===== src/rtl/sdsi_pkg.sv =====
// Shared types, codes and helper functions for the SD card SPI-mode command engine.
`timescale 1ns / 1ps

package sdsi_pkg;

    localparam logic [1:0] OP_START_CMD  = 2'd0;
    localparam logic [1:0] OP_START_INIT = 2'd1;
    localparam logic [1:0] OP_EXCHANGE   = 2'd2;

    localparam logic [1:0] ST_OK        = 2'd0;
    localparam logic [1:0] ST_TIMEOUT   = 2'd1;
    localparam logic [1:0] ST_INIT_FAIL = 2'd2;

    localparam logic [1:0] KIND_NONE = 2'd0;
    localparam logic [1:0] KIND_R1   = 2'd1;
    localparam logic [1:0] KIND_R7   = 2'd2;

    localparam logic [1:0] CFG_POLL_LIMIT  = 2'd0;
    localparam logic [1:0] CFG_RETRY_LIMIT = 2'd1;
    localparam logic [1:0] CFG_DUMMY_COUNT = 2'd2;

    localparam logic [5:0] CMD_GO_IDLE      = 6'd0;
    localparam logic [5:0] CMD_VOLT_CHECK   = 6'd8;
    localparam logic [5:0] CMD_APP          = 6'd55;
    localparam logic [5:0] ACMD_OP_COND     = 6'd41;

    localparam logic [31:0] ARG_IF_COND = 32'h0000_01AA;
    localparam logic [31:0] ARG_OP_COND = 32'h4000_0000;
    localparam logic [31:0] ARG_NONE    = 32'h0000_0000;

    localparam logic [7:0] CMD_START_BITS = 8'h40;
    localparam logic [7:0] CRC_GO_IDLE    = 8'h95;
    localparam logic [7:0] CRC_OTHER      = 8'h87;
    localparam logic [7:0] FILL_BYTE      = 8'hFF;
    localparam logic [7:0] FRAME_LAST     = 8'd6;
    localparam logic [7:0] R7_TAIL_BYTES  = 8'd4;

    localparam logic [7:0] POLL_LIMIT_RST  = 8'd10;
    localparam logic [7:0] RETRY_LIMIT_RST = 8'd50;
    localparam logic [7:0] DUMMY_COUNT_RST = 8'd10;

    typedef enum logic [4:0] {
        PH_IDLE  = 5'b00001,
        PH_DUMMY = 5'b00010,
        PH_FRAME = 5'b00100,
        PH_POLL  = 5'b01000,
        PH_R7    = 5'b10000
    } phase_t;

    typedef enum logic [4:0] {
        INIT_OFF    = 5'b00001,
        INIT_CMD0   = 5'b00010,
        INIT_CMD8   = 5'b00100,
        INIT_CMD55  = 5'b01000,
        INIT_ACMD41 = 5'b10000
    } init_step_t;

    typedef struct packed {
        logic [1:0]  operation;
        logic [5:0]  command_index;
        logic [31:0] argument;
        logic [7:0]  rx_byte;
    } in_item_t;

    typedef struct packed {
        logic        tx_request;
        logic [7:0]  tx_byte;
        logic        card_selected;
        logic        done_res;
        logic [1:0]  status;
        logic [1:0]  response_kind;
        logic [7:0]  r1_byte;
        logic [31:0] r7_tail;
    } out_item_t;

    typedef struct packed {
        logic [7:0] poll_limit;
        logic [7:0] init_retry_limit;
        logic [7:0] dummy_byte_count;
    } cfg_t;

    // Commands whose response is kept as an R1 byte.
    function automatic logic captures_r1(input logic [5:0] idx);
        logic hit;
        case (idx) inside
            6'd0, 6'd1, 6'd6, 6'd9, 6'd10, 6'd16, 6'd17, 6'd18, 6'd24, 6'd25,
            6'd27, 6'd30, 6'd32, 6'd33, 6'd41, 6'd42, 6'd55, 6'd56, 6'd59: hit = 1'b1;
            default: hit = 1'b0;
        endcase
        return hit;
    endfunction

    function automatic logic [7:0] frame_byte(input logic [7:0] k, input logic [5:0] cmd,
                                              input logic [31:0] arg);
        logic [7:0] b;
        case (k)
            8'd0:    b = CMD_START_BITS | {2'b00, cmd};
            8'd1:    b = arg[31:24];
            8'd2:    b = arg[23:16];
            8'd3:    b = arg[15:8];
            8'd4:    b = arg[7:0];
            default: b = (cmd == CMD_GO_IDLE) ? CRC_GO_IDLE : CRC_OTHER;
        endcase
        return b;
    endfunction

endpackage


===== src/rtl/sd_spi_command_and_init_engine_top.sv =====
// Top level of the SD card SPI-mode command and init engine.
//
//  Channel  Ports                         Direction  Moves
//  s_       s_valid s_ready s_data        in         one request (start or byte exchange)
//  m_       m_valid m_ready m_data        out        one result per request
//  cfg_     cfg_valid cfg_ready cfg_index cfg_data   in   configuration register write
//
// Each request's result is formed combinationally and registered in the output buffer.
// A new request is taken every cycle until the skid slot fills; it holds one result while the output stalls.
// Reset is synchronous on aresetn low and returns the sequencer to idle with default limits.
// Configuration writes are always taken; cfg_ready is tied high.
`timescale 1ns / 1ps

module sd_spi_command_and_init_engine_top (
    input  logic                aclk,
    input  logic                aresetn,
    input  logic                s_valid,
    output logic                s_ready,
    input  sdsi_pkg::in_item_t  s_data,
    output logic                m_valid,
    input  logic                m_ready,
    output sdsi_pkg::out_item_t m_data,
    input  logic                cfg_valid,
    output logic                cfg_ready,
    input  logic [1:0]          cfg_index,
    input  logic [7:0]          cfg_data
);

    sdsi_pkg::cfg_t      cfg_reg;
    sdsi_pkg::out_item_t step_result;
    logic                accept;

    assign cfg_ready = 1'b1;
    assign accept    = s_valid && s_ready;

    always_ff @(posedge aclk) begin
        if (!aresetn) begin
            cfg_reg.poll_limit       <= sdsi_pkg::POLL_LIMIT_RST;
            cfg_reg.init_retry_limit <= sdsi_pkg::RETRY_LIMIT_RST;
            cfg_reg.dummy_byte_count <= sdsi_pkg::DUMMY_COUNT_RST;
        end else if (cfg_valid) begin
            unique case (cfg_index)
                sdsi_pkg::CFG_POLL_LIMIT:  cfg_reg.poll_limit       <= cfg_data;
                sdsi_pkg::CFG_RETRY_LIMIT: cfg_reg.init_retry_limit <= cfg_data;
                sdsi_pkg::CFG_DUMMY_COUNT: cfg_reg.dummy_byte_count <= cfg_data;
                default: begin
                end
            endcase
        end
    end

    sdsi_core u_core (
        .aclk    (aclk),
        .aresetn (aresetn),
        .accept  (accept),
        .item    (s_data),
        .cfg     (cfg_reg),
        .result  (step_result)
    );

    sdsi_out_buf u_out_buf (
        .aclk      (aclk),
        .aresetn   (aresetn),
        .in_valid  (accept),
        .in_ready  (s_ready),
        .in_data   (step_result),
        .out_valid (m_valid),
        .out_ready (m_ready),
        .out_data  (m_data)
    );

endmodule


===== src/rtl/sdsi_core.sv =====
// Command and init sequencer: state registers and the per-request next-state and result logic.
`timescale 1ns / 1ps

module sdsi_core (
    input  logic              aclk,
    input  logic              aresetn,
    input  logic              accept,
    input  sdsi_pkg::in_item_t item,
    input  sdsi_pkg::cfg_t    cfg,
    output sdsi_pkg::out_item_t result
);

    sdsi_pkg::phase_t     phase_reg, phase_next;
    sdsi_pkg::init_step_t step_reg, step_next;
    logic [7:0]  byte_cnt_reg, byte_cnt_next;
    logic [7:0]  poll_cnt_reg, poll_cnt_next;
    logic [7:0]  retry_cnt_reg, retry_cnt_next;
    logic [5:0]  cmd_reg, cmd_next;
    logic [31:0] arg_reg, arg_next;
    logic [7:0]  r1_reg, r1_next;
    logic [31:0] r7_reg, r7_next;
    logic [1:0]  kind_reg, kind_next;

    always_comb begin
        logic        do_begin;
        logic [5:0]  begin_idx;
        logic [31:0] begin_arg;
        logic        fin;
        logic [1:0]  fin_status;
        logic        poll_step;
        logic [7:0]  poll_base;
        logic        done;
        logic [1:0]  status;
        logic        loop_check;

        phase_next     = phase_reg;
        step_next      = step_reg;
        byte_cnt_next  = byte_cnt_reg;
        poll_cnt_next  = poll_cnt_reg;
        retry_cnt_next = retry_cnt_reg;
        cmd_next       = cmd_reg;
        arg_next       = arg_reg;
        r1_next        = r1_reg;
        r7_next        = r7_reg;
        kind_next      = kind_reg;
        do_begin       = 1'b0;
        begin_idx      = sdsi_pkg::CMD_GO_IDLE;
        begin_arg      = sdsi_pkg::ARG_NONE;
        fin            = 1'b0;
        fin_status     = sdsi_pkg::ST_OK;
        poll_step      = 1'b0;
        poll_base      = poll_cnt_reg;
        done           = 1'b0;
        status         = sdsi_pkg::ST_OK;
        loop_check     = 1'b0;

        if (item.operation == sdsi_pkg::OP_START_CMD && phase_reg == sdsi_pkg::PH_IDLE) begin
            step_next = sdsi_pkg::INIT_OFF;
            do_begin  = 1'b1;
            begin_idx = item.command_index;
            begin_arg = item.argument;
        end else if (item.operation == sdsi_pkg::OP_START_INIT &&
                     phase_reg == sdsi_pkg::PH_IDLE) begin
            step_next      = sdsi_pkg::INIT_CMD0;
            retry_cnt_next = 8'd0;
            byte_cnt_next  = 8'd0;
            if (cfg.dummy_byte_count == 8'd0) begin
                do_begin = 1'b1;
            end else begin
                phase_next = sdsi_pkg::PH_DUMMY;
            end
        end else if (item.operation == sdsi_pkg::OP_EXCHANGE) begin
            unique case (phase_reg)
                sdsi_pkg::PH_DUMMY: begin
                    byte_cnt_next = byte_cnt_reg + 8'd1;
                    if (byte_cnt_next == cfg.dummy_byte_count) begin
                        do_begin = 1'b1;
                    end
                end
                sdsi_pkg::PH_FRAME: begin
                    byte_cnt_next = byte_cnt_reg + 8'd1;
                    if (byte_cnt_next >= sdsi_pkg::FRAME_LAST) begin
                        poll_step = 1'b1;
                        poll_base = 8'd0;
                    end
                end
                sdsi_pkg::PH_POLL: begin
                    if (!item.rx_byte[7]) begin
                        if (cmd_reg == sdsi_pkg::CMD_VOLT_CHECK) begin
                            r1_next       = item.rx_byte;
                            byte_cnt_next = 8'd0;
                            phase_next    = sdsi_pkg::PH_R7;
                        end else begin
                            if (sdsi_pkg::captures_r1(cmd_reg)) begin
                                r1_next   = item.rx_byte;
                                kind_next = sdsi_pkg::KIND_R1;
                            end else begin
                                kind_next = sdsi_pkg::KIND_NONE;
                            end
                            fin = 1'b1;
                        end
                    end else begin
                        poll_step = 1'b1;
                    end
                end
                sdsi_pkg::PH_R7: begin
                    r7_next       = {r7_reg[23:0], item.rx_byte};
                    byte_cnt_next = byte_cnt_reg + 8'd1;
                    if (byte_cnt_next >= sdsi_pkg::R7_TAIL_BYTES) begin
                        kind_next = sdsi_pkg::KIND_R7;
                        fin       = 1'b1;
                    end
                end
                default: begin
                end
            endcase
        end

        if (poll_step) begin
            poll_cnt_next = poll_base + 8'd1;
            if (poll_cnt_next == cfg.poll_limit) begin
                kind_next  = sdsi_pkg::KIND_NONE;
                fin        = 1'b1;
                fin_status = sdsi_pkg::ST_TIMEOUT;
            end else begin
                phase_next = sdsi_pkg::PH_POLL;
            end
        end

        if (fin) begin
            phase_next = sdsi_pkg::PH_IDLE;
            unique case (step_reg)
                sdsi_pkg::INIT_OFF: begin
                    done   = 1'b1;
                    status = fin_status;
                end
                sdsi_pkg::INIT_CMD0: begin
                    do_begin  = 1'b1;
                    begin_idx = sdsi_pkg::CMD_VOLT_CHECK;
                    begin_arg = sdsi_pkg::ARG_IF_COND;
                    step_next = sdsi_pkg::INIT_CMD8;
                end
                sdsi_pkg::INIT_CMD8: begin
                    retry_cnt_next = 8'd0;
                    loop_check     = 1'b1;
                end
                sdsi_pkg::INIT_CMD55: begin
                    do_begin  = 1'b1;
                    begin_idx = sdsi_pkg::ACMD_OP_COND;
                    begin_arg = sdsi_pkg::ARG_OP_COND;
                    step_next = sdsi_pkg::INIT_ACMD41;
                end
                sdsi_pkg::INIT_ACMD41: begin
                    retry_cnt_next = retry_cnt_reg + 8'd1;
                    loop_check     = 1'b1;
                end
                default: begin
                end
            endcase
        end

        if (loop_check) begin
            if (r1_next[0] && retry_cnt_next != cfg.init_retry_limit) begin
                do_begin  = 1'b1;
                begin_idx = sdsi_pkg::CMD_APP;
                begin_arg = sdsi_pkg::ARG_NONE;
                step_next = sdsi_pkg::INIT_CMD55;
            end else begin
                step_next = sdsi_pkg::INIT_OFF;
                done      = 1'b1;
                status    = r1_next[0] ? sdsi_pkg::ST_INIT_FAIL : sdsi_pkg::ST_OK;
            end
        end

        if (do_begin) begin
            cmd_next      = begin_idx;
            arg_next      = begin_arg;
            byte_cnt_next = 8'd0;
            r1_next       = 8'hFF;
            r7_next       = 32'hFFFF_FFFF;
            kind_next     = sdsi_pkg::KIND_NONE;
            phase_next    = sdsi_pkg::PH_FRAME;
        end

        result.tx_request    = 1'b0;
        result.tx_byte       = 8'h00;
        result.card_selected = 1'b0;
        unique case (phase_next)
            sdsi_pkg::PH_DUMMY: begin
                result.tx_request = 1'b1;
                result.tx_byte    = sdsi_pkg::FILL_BYTE;
            end
            sdsi_pkg::PH_FRAME: begin
                result.tx_request    = 1'b1;
                result.tx_byte       = sdsi_pkg::frame_byte(byte_cnt_next, cmd_next, arg_next);
                result.card_selected = 1'b1;
            end
            sdsi_pkg::PH_POLL, sdsi_pkg::PH_R7: begin
                result.tx_request    = 1'b1;
                result.tx_byte       = sdsi_pkg::FILL_BYTE;
                result.card_selected = 1'b1;
            end
            default: begin
            end
        endcase
        result.done_res      = done;
        result.status        = done ? status : sdsi_pkg::ST_OK;
        result.response_kind = done ? kind_next : sdsi_pkg::KIND_NONE;
        result.r1_byte       = r1_next;
        result.r7_tail       = r7_next;
    end

    always_ff @(posedge aclk) begin
        if (!aresetn) begin
            phase_reg     <= sdsi_pkg::PH_IDLE;
            step_reg      <= sdsi_pkg::INIT_OFF;
            byte_cnt_reg  <= 8'd0;
            poll_cnt_reg  <= 8'd0;
            retry_cnt_reg <= 8'd0;
            cmd_reg       <= 6'd0;
            arg_reg       <= 32'd0;
            r1_reg        <= 8'hFF;
            r7_reg        <= 32'hFFFF_FFFF;
            kind_reg      <= sdsi_pkg::KIND_NONE;
        end else if (accept) begin
            phase_reg     <= phase_next;
            step_reg      <= step_next;
            byte_cnt_reg  <= byte_cnt_next;
            poll_cnt_reg  <= poll_cnt_next;
            retry_cnt_reg <= retry_cnt_next;
            cmd_reg       <= cmd_next;
            arg_reg       <= arg_next;
            r1_reg        <= r1_next;
            r7_reg        <= r7_next;
            kind_reg      <= kind_next;
        end
    end

endmodule


===== src/rtl/sdsi_out_buf.sv =====
// Two-entry result register with skid slot, so a new request is taken while a result waits.
`timescale 1ns / 1ps

module sdsi_out_buf (
    input  logic                aclk,
    input  logic                aresetn,
    input  logic                in_valid,
    output logic                in_ready,
    input  sdsi_pkg::out_item_t in_data,
    output logic                out_valid,
    input  logic                out_ready,
    output sdsi_pkg::out_item_t out_data
);

    logic                main_valid_reg;
    logic                skid_valid_reg;
    sdsi_pkg::out_item_t main_reg;
    sdsi_pkg::out_item_t skid_reg;
    logic                take;

    assign take      = main_valid_reg && out_ready;
    assign in_ready  = !skid_valid_reg;
    assign out_valid = main_valid_reg;
    assign out_data  = main_reg;

    always_ff @(posedge aclk) begin
        if (!aresetn) begin
            main_valid_reg <= 1'b0;
            skid_valid_reg <= 1'b0;
        end else if (skid_valid_reg) begin
            if (take) begin
                skid_valid_reg <= 1'b0;
            end
        end else if (in_valid) begin
            if (main_valid_reg && !take) begin
                skid_valid_reg <= 1'b1;
            end else begin
                main_valid_reg <= 1'b1;
            end
        end else if (take) begin
            main_valid_reg <= 1'b0;
        end
    end

    always_ff @(posedge aclk) begin
        if (skid_valid_reg) begin
            if (take) begin
                main_reg <= skid_reg;
            end
        end else if (in_valid) begin
            if (main_valid_reg && !take) begin
                skid_reg <= in_data;
            end else begin
                main_reg <= in_data;
            end
        end
    end

endmodule


===== config.mk =====
export PLATFORM = sky130hd
export DESIGN_NAME = sd_spi_command_and_init_engine_top
export DESIGN_NICKNAME = d
export VERILOG_FILES = /design/src/rtl/sdsi_pkg.sv /design/src/rtl/sd_spi_command_and_init_engine_top.sv /design/src/rtl/sdsi_core.sv /design/src/rtl/sdsi_out_buf.sv
export SDC_FILE = /design/constraint.sdc
export NUM_CORES = 1
export LEC_CHECK = 0
export BUFFER_PORTS_ARGS = -buffer_cell sky130_fd_sc_hd__buf_2
export CORE_MARGIN = 10
export CORE_UTILIZATION = 35
export CTS_CLUSTER_SIZE = 10
export DETAILED_ROUTE_END_ITERATION = 8
export GPL_ROUTABILITY_DRIVEN = 0
export PLACE_DENSITY_LB_ADDON = 0.25
export SLEW_MARGIN = 10
export SYNTH_ARGS = -nofsm -noshare
export SYNTH_HDL_FRONTEND = slang
export SYNTH_SLANG_ARGS = --single-unit

===== constraint.sdc =====
create_clock -name aclk -period 8.5 [get_ports aclk]
set_input_delay 0.425 -clock aclk [delete_from_list [all_inputs] [get_ports aclk]]
set_output_delay 0.425 -clock aclk [all_outputs]
set_load 0.05 [all_outputs]

==> flow_summary.html <==
<table>
<tr><th>Metric</th><th>Value</th></tr>
<tr><th colspan="2">STA</th></tr>
<tr><td>Final hold violations</td><td>0</td></tr>
<tr><td>Hold Worst Slack</td><td>78.0 ps</td></tr>
<tr><td>Unrepaired setup endpoints after global routing</td><td>false</td></tr>
<tr><td>Setup TNS</td><td>0 ps</td></tr>
<tr><td>Maximum achievable frequency</td><td>146 MHz</td></tr>
<tr><td>Post-Route Skew</td><td>16.4 ps</td></tr>
<tr><td>Final critical delay including setup and external delays</td><td>6850 ps</td></tr>
<tr><td>Period Utilization, post-route</td><td>0.806</td></tr>
<tr><td>Number of setup violations in the final report</td><td>0</td></tr>
<tr><td>Slew headroom</td><td>0.209</td></tr>
<tr><td>Worst slew pin tran</td><td>1180 ps</td></tr>
<tr><td>Final slew viol count</td><td>0</td></tr>
<tr><th colspan="2">Drt</th></tr>
<tr><td>Final antenna-violating net count</td><td>0</td></tr>
<tr><td>DRC violation count after routing</td><td>0</td></tr>
<tr><td>Initial DRT Pass Iterations</td><td>6</td></tr>
<tr><td>Routed WL per cell</td><td>19.7 um</td></tr>
<tr><td>Routed wire length</td><td>36.9 mm</td></tr>
<tr><td>Via Count</td><td>10400</td></tr>
<tr><td>Ratio of routed vias to standard cells</td><td>5.58</td></tr>
<tr><td>Starting DRC count in detailed routing</td><td>848</td></tr>
<tr><th colspan="2">Synth</th></tr>
<tr><td>Number of warnings reported in the yosys synthesis log</td><td>0</td></tr>
<tr><td>Fraction of registers with async set or reset after synthesis</td><td>0</td></tr>
<tr><td>Post-synthesis mux area share</td><td>0.0931</td></tr>
<tr><td>Syn avg cell area</td><td>9.65 um2</td></tr>
<tr><td>Most used DFF post-synth</td><td>sky130_fd_sc_hd__dfxtp_1</td></tr>
<tr><td>Netlist Area Pre-Place</td><td>0.0127 mm2</td></tr>
<tr><td>Adder-Cell Fraction of Synth Area</td><td>0.00395</td></tr>
<tr><td>Post-synthesis sequential area ratio</td><td>0.482</td></tr>
<tr><td>Synthesis-stage register bit count</td><td>250</td></tr>
<tr><td>Post-synthesis compound-gate area fraction</td><td>0.186</td></tr>
<tr><td>Post-Synth Simple-Gate Area</td><td>0.170</td></tr>
<tr><td>Number of library cell types mapped by synthesis</td><td>88</td></tr>
<tr><td>Number of enable-type register cells in the synthesized netlist</td><td>110</td></tr>
<tr><td>Post-Synthesis Cells</td><td>1313</td></tr>
<tr><td>Post-synthesis share of cell area spent on xor and xnor gates</td><td>0.0213</td></tr>
<tr><td>Net Count, Synth</td><td>1380</td></tr>
<tr><td>Main combinational cell family by area after synthesis</td><td>compound AO/OA/AOI/OAI gates</td></tr>
<tr><th colspan="2">Setup path</th></tr>
<tr><td>Largest fanout on the critical path</td><td>39</td></tr>
<tr><td>Critical path capture point type</td><td>flip-flop</td></tr>
<tr><td>Largest stage delay, worst path</td><td>680 ps</td></tr>
<tr><td>Crit-path leading delay family</td><td>compound AO/OA/AOI/OAI gates</td></tr>
<tr><td>Number of buffers and inverters on the critical path</td><td>1</td></tr>
<tr><td>Startpoint kind of the worst setup timing path</td><td>flip-flop</td></tr>
<tr><td>Kind of critical path</td><td>reg -&gt; reg</td></tr>
<tr><td>Cells traversed along the worst timing path</td><td>ha_1 -&gt; and4_1 -&gt; a22o_1 -&gt; o2111ai_1 -&gt; nand2_1 -&gt; and2_1 -&gt; ha_1 -&gt; nand2_1 -&gt; or3_1 -&gt; and2_1 -&gt; o211ai_1 -&gt; o21ai_1 -&gt; o2111a_1 -&gt; o211a_1 -&gt; or3_1 -&gt; a211oi_2 -&gt; nand4_4 -&gt; a21oi_4 -&gt; buf_4 -&gt; nand2_1 -&gt; mux2_2</td></tr>
<tr><td>CP Data Required Time</td><td>8810 ps</td></tr>
<tr><td>Critical path arrival</td><td>7170 ps</td></tr>
<tr><td>Crit path max-delay cell type</td><td>sky130_fd_sc_hd__a21oi_4</td></tr>
<tr><td>Most Frequent Cell on Critical Path</td><td>sky130_fd_sc_hd__nand2_1</td></tr>
<tr><th colspan="2">Floorplanning</th></tr>
<tr><td>Overall die height</td><td>210 um</td></tr>
<tr><td>Row count</td><td>69</td></tr>
<tr><td>Die outline width</td><td>210 um</td></tr>
<tr><td>Number of ports placed on the die boundary</td><td>121</td></tr>
<tr><td>Core Footprint</td><td>0.0357 mm2</td></tr>
<tr><td>Effective utilization at floorplan</td><td>0.355</td></tr>
<tr><td>Full die area</td><td>0.0442 mm2</td></tr>
<tr><th colspan="2">GRT</th></tr>
<tr><td>Initial antenna violation count</td><td>1</td></tr>
<tr><td>Number of global-route vias before repair</td><td>10000</td></tr>
<tr><td>Largest net degree at the start of global routing</td><td>74</td></tr>
<tr><td>Overflow left after global routing</td><td>0</td></tr>
<tr><td>GRT Total Usage</td><td>0.159</td></tr>
<tr><td>Wire length of the first global-routing pass</td><td>57.6 mm</td></tr>
<tr><th colspan="2">Clocking</th></tr>
<tr><td>Setup fix buffers added after clock tree synthesis</td><td>0</td></tr>
<tr><td>Number of hold buffers added after CTS</td><td>0</td></tr>
<tr><td>Clock Sinks</td><td>250</td></tr>
<tr><td>Clock Pin Slew Worst Setup and Hold Paths</td><td>60 ps</td></tr>
<tr><td>Resized Gates After CTS</td><td>0</td></tr>
<tr><td>H-tree Lvls</td><td>1</td></tr>
<tr><td>Clk Latency, worst-skew pair</td><td>560 ps</td></tr>
<tr><td>Inserted Clock Buffers</td><td>30</td></tr>
<tr><td>Clk buf depth</td><td>3</td></tr>
<tr><td>TritonCTS clock tree</td><td>built</td></tr>
<tr><td>Root Driver</td><td>sky130_fd_sc_hd__clkbuf_16</td></tr>
<tr><th colspan="2">Layout</th></tr>
<tr><td>Combined area of the multi-input logic cells</td><td>0.00604 mm2</td></tr>
<tr><td>Fill cell instance count of the final layout</td><td>3536</td></tr>
<tr><td>Synth-to-layout area growth</td><td>14.1%</td></tr>
<tr><td>Fraction of layout cells with a size suffix above 1</td><td>0.173</td></tr>
<tr><td>Final core utilization</td><td>0.405</td></tr>
<tr><td>Final net count</td><td>1451</td></tr>
<tr><td>Storage element area</td><td>0.00611 mm2</td></tr>
<tr><th colspan="2">Flow run</th></tr>
<tr><td>Max-cap violation count</td><td>0</td></tr>
<tr><th colspan="2">Power</th></tr>
<tr><td>PD cells</td><td>188 mW/mm2</td></tr>
<tr><td>Peak supply drop</td><td>0.141 mV</td></tr>
<tr><td>Leakage power</td><td>5.16 nW</td></tr>
<tr><th colspan="2">Placement</th></tr>
<tr><td>IO Port Bufs</td><td>119</td></tr>
<tr><td>Post-detail-place hpwl</td><td>25.3 mm</td></tr>
<tr><th colspan="2">Worst hold path</th></tr>
<tr><td>Path type of the worst min-delay path</td><td>in -&gt; reg</td></tr>
<tr><th colspan="2">Run status</th></tr>
<tr><td>Run status</td><td>finished clean</td></tr>
</table>
worst reg2reg max path, cell delays in order (launching register included):
cell and delay, ps:
sky130_fd_sc_hd__dfxtp_1 500, sky130_fd_sc_hd__ha_1 390, sky130_fd_sc_hd__and4_1 280, sky130_fd_sc_hd__a22o_1 240, sky130_fd_sc_hd__o2111ai_1 210, sky130_fd_sc_hd__nand2_1 280
sky130_fd_sc_hd__and2_1 190, sky130_fd_sc_hd__ha_1 240, sky130_fd_sc_hd__nand2_1 80, sky130_fd_sc_hd__or3_1 340, sky130_fd_sc_hd__and2_1 190, sky130_fd_sc_hd__o211ai_1 170
sky130_fd_sc_hd__o21ai_1 130, sky130_fd_sc_hd__o2111a_1 460, sky130_fd_sc_hd__o211a_1 310, sky130_fd_sc_hd__or3_1 360, sky130_fd_sc_hd__a211oi_2 320, sky130_fd_sc_hd__nand4_4 270
sky130_fd_sc_hd__a21oi_4 680, sky130_fd_sc_hd__buf_4 510, sky130_fd_sc_hd__nand2_1 160, sky130_fd_sc_hd__mux2_2 290
cells in the final DEF (no fill, tap or decap), types with 11 or more instances in the layout:
| master | instances |
|---|---|
| sky130_fd_sc_hd__clkbuf_16 | 30 |
| sky130_fd_sc_hd__a211oi_1 | 15 |
| sky130_fd_sc_hd__xnor2_1 | 14 |
| sky130_fd_sc_hd__dfxtp_1 | 140 |
| sky130_fd_sc_hd__nor2_1 | 109 |
| sky130_fd_sc_hd__nand4_1 | 13 |
| sky130_fd_sc_hd__buf_2 | 119 |
| sky130_fd_sc_hd__a31oi_1 | 41 |
| sky130_fd_sc_hd__xor2_1 | 15 |
| sky130_fd_sc_hd__mux2i_1 | 75 |
| sky130_fd_sc_hd__o21ai_0 | 58 |
| sky130_fd_sc_hd__buf_4 | 15 |
| sky130_fd_sc_hd__and3_1 | 13 |
| sky130_fd_sc_hd__mux2_2 | 38 |
| sky130_fd_sc_hd__nor3_1 | 65 |
| sky130_fd_sc_hd__a21oi_1 | 80 |
| sky130_fd_sc_hd__inv_1 | 30 |
| sky130_fd_sc_hd__o211ai_1 | 11 |
| sky130_fd_sc_hd__and2_1 | 17 |
| sky130_fd_sc_hd__nand2_1 | 124 |
| sky130_fd_sc_hd__o22ai_1 | 13 |
| sky130_fd_sc_hd__edfxtp_1 | 110 |
| sky130_fd_sc_hd__clkbuf_1 | 21 |
| sky130_fd_sc_hd__nand3_1 | 28 |
| sky130_fd_sc_hd__a22o_1 | 16 |
| sky130_fd_sc_hd__o21a_1 | 13 |
power by group:
group	switching (mW)	internal, mW
clock	0.500	0.671
sequential	0.0215	1.28
combinational	0.177	0.0716
area by class of cell:
class	instances	area share
flip-flops and latches	250	0.423
multi-input cells	936	0.418
clock buffers	52	0.0584
repair buffers	134	0.0490
well taps	461	0.0399
inverters	32	0.00831
clock inverters	4	0.00329
diodes	1	0.000173
per-layer routing:
layer / share of wire / global-route usage / vias to the layer above
li1: - / - / 5028
met5: 0 / 0 / -
met3: 0.059 / 0.0272 / 41
met2: 0.46 / 0.253 / 318
met4: 0.018 / 0.0330 / 0
met1: 0.47 / 0.222 / 5047
kinds of logic after synthesis:
| family | Yosys count |
|---|---|
| xor gates and xnor gates | 30 |
| and+or+nand+nor | 438 |
| adders and majority gates | 4 |
| DFF | 250 |
| AOI/OAI and AO/OA | 350 |
| buffers and inverters | 127 |
| muxes | 113 |
| other | 1 |
cells in the mapped netlist (all sizes together), types with 5 or more instances:
library cell	number	share of area
nor3	66	0.026
nand3b	6	0.0036
or2	8	0.0040
o21a	13	0.0077
nand3	30	0.013
nand2	127	0.038
o31ai	8	0.0047
nor2b	6	0.0030
mux2i	75	0.059
a211oi	18	0.012
nand2b	6	0.0030
and4	5	0.0035
a22oi	10	0.0059
inv	31	0.0092
a31oi	41	0.020
a21oi	82	0.033
o21ai	65	0.026
edfxtp	110	0.26
nand4	14	0.0081
clkbuf	57	0.017
o211ai	11	0.0065
and2	17	0.0084
a21o	9	0.0053
or3	8	0.0040
a32o	7	0.0055
o2111ai	6	0.0041
xnor2	14	0.0097
a22o	16	0.011
o22ai	13	0.0064
nor4	5	0.0037
a2bb2oi	6	0.0046
xor2	16	0.012
o211a	5	0.0040
and3	14	0.0069
buf	38	0.017
mux2	38	0.034
dfxtp	140	0.22
nor2	111	0.033
stage by stage:
stage               power (mW)  setup slack, ps  instance area, um2  std cells
floorplan                 1.49             3460               12700       1313
detailed placement        1.58             1700               13600       1813
global placement          1.57             1880               13600       1813
finish                    2.72             1650               14400       1870
global route              2.82             1080               14400       1870
CTS                       2.75             1690               14400       1869
path summary, 6_finish.rpt:
| kind | start | to | slack, ps | cells past startpoint |
|---|---|---|---|---|
| hold reg to reg | u_core.arg_reg[4] | u_core.arg_reg[4] | 460 | 1 |
| hold / removal | s_data[29] | u_core.arg_reg[21] | 80 | 2 |
| setup reg to reg | u_core.byte_cnt_reg[0] | u_out_buf.out_data[20] | 1650 | 21 |
| setup / recovery | u_core.byte_cnt_reg[0] | u_out_buf.out_data[20] | 1650 | 21 |
Power figures use the tool's default switching activity.
